File: src/hdl/cma_pkg.sv
// Shared types and operation codes for the 65C02-class ALU.
// No dependencies; imported by cma_adder, cma_alu and cmos_6502_alu_unit.
`timescale 1ns / 1ps

package cma_pkg;

  localparam logic [4:0] ACT_ROL    = 5'd0;
  localparam logic [4:0] ACT_ROR    = 5'd1;
  localparam logic [4:0] ACT_ASL    = 5'd2;
  localparam logic [4:0] ACT_LSR    = 5'd3;
  localparam logic [4:0] ACT_DEC    = 5'd4;
  localparam logic [4:0] ACT_INC    = 5'd5;
  localparam logic [4:0] ACT_TSB    = 5'd6;
  localparam logic [4:0] ACT_TRB    = 5'd7;
  localparam logic [4:0] ACT_SMB    = 5'd8;
  localparam logic [4:0] ACT_RMB    = 5'd9;
  localparam logic [4:0] ACT_LDA    = 5'd10;
  localparam logic [4:0] ACT_LDX    = 5'd11;
  localparam logic [4:0] ACT_LDY    = 5'd12;
  localparam logic [4:0] ACT_ORA    = 5'd13;
  localparam logic [4:0] ACT_AND    = 5'd14;
  localparam logic [4:0] ACT_EOR    = 5'd15;
  localparam logic [4:0] ACT_CMP    = 5'd16;
  localparam logic [4:0] ACT_CPX    = 5'd17;
  localparam logic [4:0] ACT_CPY    = 5'd18;
  localparam logic [4:0] ACT_BIT    = 5'd19;
  localparam logic [4:0] ACT_BIT_IM = 5'd20;
  localparam logic [4:0] ACT_ADC    = 5'd21;
  localparam logic [4:0] ACT_SBC    = 5'd22;

  typedef struct packed {
    logic [4:0] action;
    logic [7:0] operand;
    logic [7:0] acc;
    logic [7:0] x;
    logic [7:0] y;
    logic       c;
    logic       z;
    logic       n;
    logic       v;
    logic       dec;
    logic [2:0] bit_index;
  } alu_req_t;

  typedef struct packed {
    logic [7:0] mem;
    logic [7:0] acc;
    logic [7:0] x;
    logic [7:0] y;
    logic       c;
    logic       z;
    logic       n;
    logic       v;
    logic       so;
  } alu_res_t;

  typedef struct packed {
    logic [7:0] sum;
    logic       c;
    logic       v;
  } add_res_t;

endpackage

File: src/hdl/cma_adder.sv
// Binary and BCD adder shared by ADC and SBC (SBC supplies the inverted operand).
// Depends on cma_pkg for the result struct.
`timescale 1ns / 1ps

module cma_adder (
  input  logic [7:0]        a,
  input  logic [7:0]        d,
  input  logic              cin,
  input  logic              dec,
  input  logic              sub,
  output cma_pkg::add_res_t res
);
  import cma_pkg::*;

  logic [8:0] bin_sum;
  logic [4:0] lo_raw;
  logic [5:0] lo_adj;
  logic       lo_carry;
  logic [8:0] hi_sum;
  logic [9:0] hi_adj;
  logic       dec_c;

  always_comb begin
    bin_sum = {1'b0, a} + {1'b0, d} + {8'd0, cin};
    lo_raw  = {1'b0, a[3:0]} + {1'b0, d[3:0]} + {4'd0, cin};
    if (!sub) begin
      lo_adj   = (lo_raw > 5'd9) ? ({1'b0, lo_raw} + 6'd6) : {1'b0, lo_raw};
      lo_carry = (lo_adj[5:4] != 2'b00);
    end else begin
      lo_adj   = (lo_raw <= 5'd15) ? ({1'b0, lo_raw} - 6'd6) : {1'b0, lo_raw};
      lo_carry = lo_raw[4];
    end
    hi_sum = {1'b0, a[7:4], 4'd0} + {1'b0, d[7:4], 4'd0} + {4'd0, lo_carry, 4'd0}
           + {5'd0, lo_adj[3:0]};
    // A subtracting adjust may go below zero; only the low byte is kept and C stays clear.
    if (!sub) begin
      hi_adj = (hi_sum > 9'h09f) ? ({1'b0, hi_sum} + 10'h060) : {1'b0, hi_sum};
      dec_c  = (hi_adj[9:8] != 2'b00);
    end else begin
      hi_adj = (hi_sum <= 9'h0ff) ? ({1'b0, hi_sum} - 10'h060) : {1'b0, hi_sum};
      dec_c  = hi_sum[8];
    end
    if (!dec) begin
      res.sum = bin_sum[7:0];
      res.c   = bin_sum[8];
      res.v   = ~(a[7] ^ d[7]) & (a[7] ^ bin_sum[7]);
    end else begin
      res.sum = hi_adj[7:0];
      res.c   = dec_c;
      res.v   = ~(a[7] ^ d[7]) & (a[7] ^ hi_sum[7]);
    end
  end

endmodule

File: src/hdl/cma_alu.sv
// Operation decode and datapath of the ALU: one request in, one result out.
// Depends on cma_pkg and instantiates cma_adder.
`timescale 1ns / 1ps

module cma_alu (
  input  cma_pkg::alu_req_t req,
  output cma_pkg::alu_res_t res
);
  import cma_pkg::*;

  logic [7:0] add_d;
  logic       add_sub;
  add_res_t   add_res;
  logic [7:0] cmp_reg;
  logic [8:0] cmp_diff;
  logic [7:0] bit_mask;
  logic [7:0] logic_val;

  assign add_sub = (req.action == ACT_SBC);
  assign add_d   = add_sub ? ~req.operand : req.operand;

  cma_adder u_adder (
    .a   (req.acc),
    .d   (add_d),
    .cin (req.c),
    .dec (req.dec),
    .sub (add_sub),
    .res (add_res)
  );

  always_comb begin
    res       = '{mem: req.operand, acc: req.acc, x: req.x, y: req.y,
                  c: req.c, z: req.z, n: req.n, v: req.v, so: 1'b0};
    cmp_reg   = (req.action == ACT_CMP) ? req.acc :
                (req.action == ACT_CPX) ? req.x : req.y;
    cmp_diff  = {1'b0, cmp_reg} - {1'b0, req.operand};
    bit_mask  = 8'd1 << req.bit_index;
    logic_val = req.acc;
    unique case (req.action) inside
      ACT_ROL: begin
        res.mem = {req.operand[6:0], req.c};
        res.c   = req.operand[7];
      end
      ACT_ROR: begin
        res.mem = {req.c, req.operand[7:1]};
        res.c   = req.operand[0];
      end
      ACT_ASL: begin
        res.mem = {req.operand[6:0], 1'b0};
        res.c   = req.operand[7];
      end
      ACT_LSR: begin
        res.mem = {1'b0, req.operand[7:1]};
        res.c   = req.operand[0];
      end
      ACT_DEC: res.mem = req.operand - 8'd1;
      ACT_INC: res.mem = req.operand + 8'd1;
      ACT_TSB: begin
        res.z   = ((req.operand & req.acc) == 8'd0);
        res.mem = req.operand | req.acc;
      end
      ACT_TRB: begin
        res.z   = ((req.operand & req.acc) == 8'd0);
        res.mem = req.operand & ~req.acc;
      end
      ACT_SMB: res.mem = req.operand | bit_mask;
      ACT_RMB: res.mem = req.operand & ~bit_mask;
      ACT_LDA: begin
        res.acc   = req.operand;
        logic_val = req.operand;
      end
      ACT_LDX: begin
        res.x     = req.operand;
        logic_val = req.operand;
      end
      ACT_LDY: begin
        res.y     = req.operand;
        logic_val = req.operand;
      end
      ACT_ORA: begin
        res.acc   = req.acc | req.operand;
        logic_val = res.acc;
      end
      ACT_AND: begin
        res.acc   = req.acc & req.operand;
        logic_val = res.acc;
      end
      ACT_EOR: begin
        res.acc   = req.acc ^ req.operand;
        logic_val = res.acc;
      end
      ACT_CMP, ACT_CPX, ACT_CPY: begin
        res.c     = ~cmp_diff[8];
        logic_val = cmp_diff[7:0];
      end
      ACT_BIT: begin
        res.z  = ((req.operand & req.acc) == 8'd0);
        res.v  = req.operand[6];
        res.n  = req.operand[7];
        res.so = 1'b1;
      end
      ACT_BIT_IM: res.z = ((req.operand & req.acc) == 8'd0);
      ACT_ADC, ACT_SBC: begin
        res.acc   = add_res.sum;
        res.c     = add_res.c;
        res.v     = add_res.v;
        res.so    = 1'b1;
        logic_val = add_res.sum;
      end
      default: ;
    endcase
    unique case (req.action) inside
      ACT_ROL, ACT_ROR, ACT_ASL, ACT_LSR, ACT_DEC, ACT_INC: begin
        res.n = res.mem[7];
        res.z = (res.mem == 8'd0);
      end
      ACT_LDA, ACT_LDX, ACT_LDY, ACT_ORA, ACT_AND, ACT_EOR, ACT_CMP, ACT_CPX,
      ACT_CPY, ACT_ADC, ACT_SBC: begin
        res.n = logic_val[7];
        res.z = (logic_val == 8'd0);
      end
      default: ;
    endcase
  end

endmodule

File: src/hdl/cmos_6502_alu_unit.sv
// Top level of the 65C02-class ALU: request register, cma_alu datapath, result register.
// Depends on cma_pkg and instantiates cma_alu.
//
//   Channel   Direction  Handshake              Payload
//   in_*      input      in_valid / in_ready    action, operand, A, X, Y, flags, bit index
//   out_*     output     out_valid / out_ready  memory byte, A, X, Y, flags, block_so
//
// A request is accepted into the request register; its result passes through the ALU
// into the result register once that register is free or emptied, and out_valid then rises.
// One request is accepted every cycle while results are taken.
// Reset clears both stage valid bits; payload registers are not reset.
// A stalled result holds the result register, and the request register still
// accepts one further request before in_ready falls.
`timescale 1ns / 1ps

module cmos_6502_alu_unit (
  input  logic       clk,
  input  logic       rst_n,
  input  logic       in_valid,
  output logic       in_ready,
  input  logic [4:0] in_action,
  input  logic [7:0] in_operand,
  input  logic [7:0] in_acc_in,
  input  logic [7:0] in_x_in,
  input  logic [7:0] in_y_in,
  input  logic       in_carry_in,
  input  logic       in_zero_in,
  input  logic       in_negative_in,
  input  logic       in_overflow_in,
  input  logic       in_decimal_mode,
  input  logic [2:0] in_bit_index,
  output logic       out_valid,
  input  logic       out_ready,
  output logic [7:0] out_mem_out,
  output logic [7:0] out_acc_out,
  output logic [7:0] out_x_out,
  output logic [7:0] out_y_out,
  output logic       out_carry_out,
  output logic       out_zero_out,
  output logic       out_negative_out,
  output logic       out_overflow_out,
  output logic       out_block_so
);
  import cma_pkg::*;

  logic     req_v_r;
  logic     req_v_nxt;
  alu_req_t req_r;
  logic     res_v_r;
  logic     res_v_nxt;
  alu_res_t res_r;
  alu_res_t res_nxt;
  logic     res_load;
  logic     req_load;

  assign res_load  = req_v_r && (!res_v_r || out_ready);
  assign in_ready  = !req_v_r || res_load;
  assign req_load  = in_valid && in_ready;
  assign req_v_nxt = req_load ? 1'b1 : (res_load ? 1'b0 : req_v_r);
  assign res_v_nxt = res_load ? 1'b1 : ((res_v_r && out_ready) ? 1'b0 : res_v_r);

  cma_alu u_alu (
    .req (req_r),
    .res (res_nxt)
  );

  always_ff @(posedge clk) begin
    if (!rst_n) begin
      req_v_r <= 1'b0;
      res_v_r <= 1'b0;
    end else begin
      req_v_r <= req_v_nxt;
      res_v_r <= res_v_nxt;
    end
  end

  always_ff @(posedge clk) begin
    if (req_load) begin
      req_r <= '{action: in_action, operand: in_operand, acc: in_acc_in, x: in_x_in,
                 y: in_y_in, c: in_carry_in, z: in_zero_in, n: in_negative_in,
                 v: in_overflow_in, dec: in_decimal_mode, bit_index: in_bit_index};
    end
    if (res_load) begin
      res_r <= res_nxt;
    end
  end

  assign out_valid        = res_v_r;
  assign out_mem_out      = res_r.mem;
  assign out_acc_out      = res_r.acc;
  assign out_x_out        = res_r.x;
  assign out_y_out        = res_r.y;
  assign out_carry_out    = res_r.c;
  assign out_zero_out     = res_r.z;
  assign out_negative_out = res_r.n;
  assign out_overflow_out = res_r.v;
  assign out_block_so     = res_r.so;

`ifndef SYNTH
  a_ready_when_empty: assert property (@(posedge clk) disable iff (!rst_n)
    !req_v_r |-> in_ready)
    else $error("in_ready low with an empty request register");

  a_request_moves_on: assert property (@(posedge clk) disable iff (!rst_n)
    res_load |=> res_v_r)
    else $error("request left stage one but no result is valid");

  a_bit_blocks_so: assert property (@(posedge clk) disable iff (!rst_n)
    (res_load && (req_r.action == ACT_BIT || req_r.action == ACT_ADC ||
     req_r.action == ACT_SBC)) |=> res_r.so)
    else $error("BIT, ADC or SBC result without block_so");

  a_nop_passes: assert property (@(posedge clk) disable iff (!rst_n)
    (res_load && req_r.action > ACT_SBC) |=>
      (res_r.acc == $past(req_r.acc) && res_r.mem == $past(req_r.operand) && !res_r.so))
    else $error("unused code changed the accumulator or memory byte");
`endif

endmodule
File: config.mk
export PLATFORM = sky130hd
export DESIGN_NAME = cmos_6502_alu_unit
export DESIGN_NICKNAME = d
export VERILOG_FILES = /design/src/hdl/cma_pkg.sv /design/src/hdl/cma_adder.sv /design/src/hdl/cma_alu.sv /design/src/hdl/cmos_6502_alu_unit.sv
export SDC_FILE = /design/constraint.sdc
export NUM_CORES = 1
export LEC_CHECK = 0
export ABC_AREA = 1
export BUFFER_PORTS_ARGS = -buffer_cell sky130_fd_sc_hd__buf_4
export CAP_MARGIN = 10
export CORE_ASPECT_RATIO = 0.5
export CORE_MARGIN = 2
export CORE_UTILIZATION = 39
export CTS_CLUSTER_SIZE = 30
export DETAILED_ROUTE_END_ITERATION = 10
export RECOVER_POWER = 25
export SLEW_MARGIN = 40
export SYNTH_ARGS = -nofsm -noshare
export SYNTH_HDL_FRONTEND = slang
export SYNTH_SLANG_ARGS = --single-unit
export TNS_END_PERCENT = 1
File: constraint.sdc
create_clock -name clk -period 6.5 [get_ports clk]
set_input_delay 0.65 -clock clk [delete_from_list [all_inputs] [get_ports clk]]
set_output_delay 0.65 -clock clk [all_outputs]
set_load 0.02 [all_outputs]
==> out/qor.yml <==
synthesis:
  synthArstFlopShare: 0
  ys_seq_area_frac: 0.4058
  synth-simple-area-share: 0.2159
  synth_edf_count: 82
  synthDominantCellAreaShare: 0.3994
  synth_fp_nets: 823
  netlist_instances: 721
  synth_compound_area_frac: 0.1522
  avgSynthCellArea_sq_um: 8.552
  ys_seq_elements: 84
  synth_top_family_by_area: "simple AND/OR/NAND/NOR gates"
  synthMuxAreaShare: 0
  syn_area_sq_mm: 0.006166
  yosys-top-cells-area: "edfxtp_1 (40%), ha_1 (9.1%), nand2_1 (6.5%), inv_1 (6.1%), o21ai_0 (5.5%)"
  yosys_warnings: 0
  synth_fa_ha_area_frac: 0.1173
  dominantRegCellSynth: "edfxtp_1"
  synth_top_cell_by_area: "edfxtp_1"
  ys_types: 51
  synth_xor_area_frac: 0.02719
power_and_ir_drop:
  powerDensity_mw_per_mm2: 225.4
  total_power_w: 0.001661
  p_leak_nw: 3.248
  ir_drop_uv: 122.9
global_routing:
  use_met1: 0.3399
  grt_pass1_wl_um: 29140
  grt_max_degree: 46
  grt_pass1_vias: 5306
  grt_use_total: 0.2296
  gr-usage-met3: 0.04562
  grt.busiest_layer: "met1"
  grt_use_met2: 0.3384
  antenna_found_initial: 0
  grt-ovfl-total: 0
drt:
  drt-initial-drc-count: 471
  detail-route-antenna-nets: 0
  drt_wl_total_um: 18480
  vias: 5510
  drtPass1Iterations: 5
  wl_per_cell_um: 18.01
  remaining_drc_errors: 0
  via_per_inst: 5.370
clock_network:
  holdBufCountCts: 0
  cts_setup_buffers: 0
  numCtsBuffers: 9
  path_clk_slew_ns: 0.07
  cts_root_buf: "clkbuf_16"
  clkLatencyLatePin_ns: 0.35
  cts_buffer_depth: 2
  cts_tree: "done"
  cts-resized-gates: 0
  h-tree-depth: 3
  cts_sinks: 84
min_path:
  hold_class: "flop to flop"
critical_path:
  worst-setup-path-type: "flop to flop"
  path_delay_family: "simple AND/OR/NAND/NOR gates"
  arrival_ns: 5.66
  endpoint_kind: "flop"
  start_kind: "flop"
  required_ns: 6.60
  cp_max_fo: 16
  crit_path_top_delay_cell: "edfxtp_1"
  slowest_delay_ns: 0.51
  path_buf_inv: 3
cells_and_area:
  regArea_sq_mm: 0.002502
  diodes: 0
  drive_gt1_frac: 0.1922
  final_area_sq_mm: 0.007368
  area_growth_pct: 19.50
  nets: 919
  most-common-layout-cells: "nand2_1 (106), inv_1 (99), edfxtp_1 (82), nor2_1 (68), o21ai_0 (68)"
  layout_commonest_cell: "nand2_1"
  multi_input_area_sq_mm: 0.003161
  nFillCells: 1473
floorplanning:
  die_w_um: 181.8
  die_h_um: 92.91
  boundaryPins: 88
  start_util: 0.4000
  rows: 32
  core_area_sq_mm: 0.01541
  die_area_sq_mm: 0.01689
place:
  hpwl_um: 14180
  place_area_sq_mm: 0.007077
  post-place-ws_ns: 1.007
  finalWeightedCongestion: 0.9438
  portBuffers: 87
sta:
  period_share: 0.8552
  rsz0062_at_grt: "false"
  fin_setup_tns_ns: 0
  fin_skew_ns: 0.009060
  worstMarginPinSlew_ns: 1.268
  post-route-min-period_ns: 5.559
  slew-limit-headroom: 0.1545
  slew_violations: 0
  max_freq_mhz: 179.9
  setup_viol: 0
  fin_ws_ns: 0.9412
  finalHoldViolations: 0
flow_run:
  drv_cap: 0
status:
  status: "finished clean"
-- sequential cells by signal, summed over array words and instances, names as in the netlist --
register,count
out_overflow_out,1
out_carry_out,1
out_mem_out,8
req_r,45
out_zero_out,1
out_block_so,1
out_negative_out,1
out_x_out,8
req_v_r,1
out_y_out,8
out_valid,1
out_acc_out,8
-- worst paths after layout --
| path | startpoint | to | slack [ns] | depth (start not counted) |
|---|---|---|---|---|
| worst min register to register | req_v_r | out_valid | 0.48 | 2 |
| worst min-delay path | req_v_r | out_valid | 0.48 | 2 |
| worst max register to register | req_r[44] | out_negative_out | 0.94 | 29 |
| worst max-delay path | req_r[44] | out_negative_out | 0.94 | 29 |
-- layout make-up --
class                   instances  share of cell area
flip-flops and latches         84              0.3396
inverters                     117             0.06096
well taps                     204             0.03464
clock buffers                  11             0.03294
repair buffers                 93             0.09475
clock inverters                 5            0.008151
multi-input cells             512              0.4289
-- cell usage after synthesis (2+ instances only) --
cell type / count
o31ai_1: 3
xor2_1: 12
dfxtp_1: 2
inv_1: 100
o221ai_1: 6
xnor2_1: 4
buf_4: 2
nor2_1: 68
a211oi_1: 2
nor3_2: 2
o21bai_1: 2
a221oi_1: 3
a2111oi_0: 2
clkbuf_1: 3
nand2_2: 13
a41oi_1: 2
inv_2: 11
o21ai_1: 5
nand2_1: 106
clkinv_1: 5
a21oi_2: 3
nand2_4: 2
o21a_1: 2
nand3_1: 46
fa_1: 8
edfxtp_1: 82
o21ai_0: 68
o22ai_1: 18
nand3_2: 7
o211ai_1: 6
ha_1: 45
nor3_1: 13
or2_2: 2
a21oi_1: 31
nor2_2: 3
nand4_1: 11
nor4_1: 6
o2111ai_1: 2
-- through the flow --
stage | util | hold slack, ns | instances
6_report | 0.4780 | 0.4814 | 1026
5_1_grt | 0.4780 | 0.4796 | 1026
4_1_cts | 0.4787 | 0.4590 | 1026
3_5_place_dp | 0.4591 | 0.5248 | 1010
3_3_place_gp | 0.4589 | 0.5171 | 1010
2_1_floorplan | - | 0.4473 | 721
-- layer usage --
layer  wire (um)  part of all wire  up-vias
met5          54            0.0029        -
met1        9180              0.50     2581
li1            -                 -     2699
met4         242             0.013        2
met2        7685              0.42      206
met3        1313             0.071       22
-- cells by family (layout without fill, tap and decap cells) --
logic type / Yosys count / after routing
AOI/OAI and AO/OA: 159 / 159
xor gates and xnor gates: 17 / 17
and+or+nand+nor: 283 / 283
buffers and inverters: 125 / 226
adders and majority gates: 53 / 53
DFF: 84 / 84
-- tightest hold or removal path, cell delays in order, from the launching register on --
cell	delay, ns
dfxtp_1	0.31
inv_1	0.07
a21oi_1	0.06
-- report_power, final --
group          leakage (nW)  internal, W  total, W  switching [W]
Combinational          2.30     0.000172  0.000465       0.000293
Sequential            0.804     0.000635  0.000662      0.0000267
Clock                 0.146     0.000310  0.000534       0.000224
Total                  3.25      0.00112   0.00166       0.000544
No activity file was read; power rests on OpenSTA's default activity.
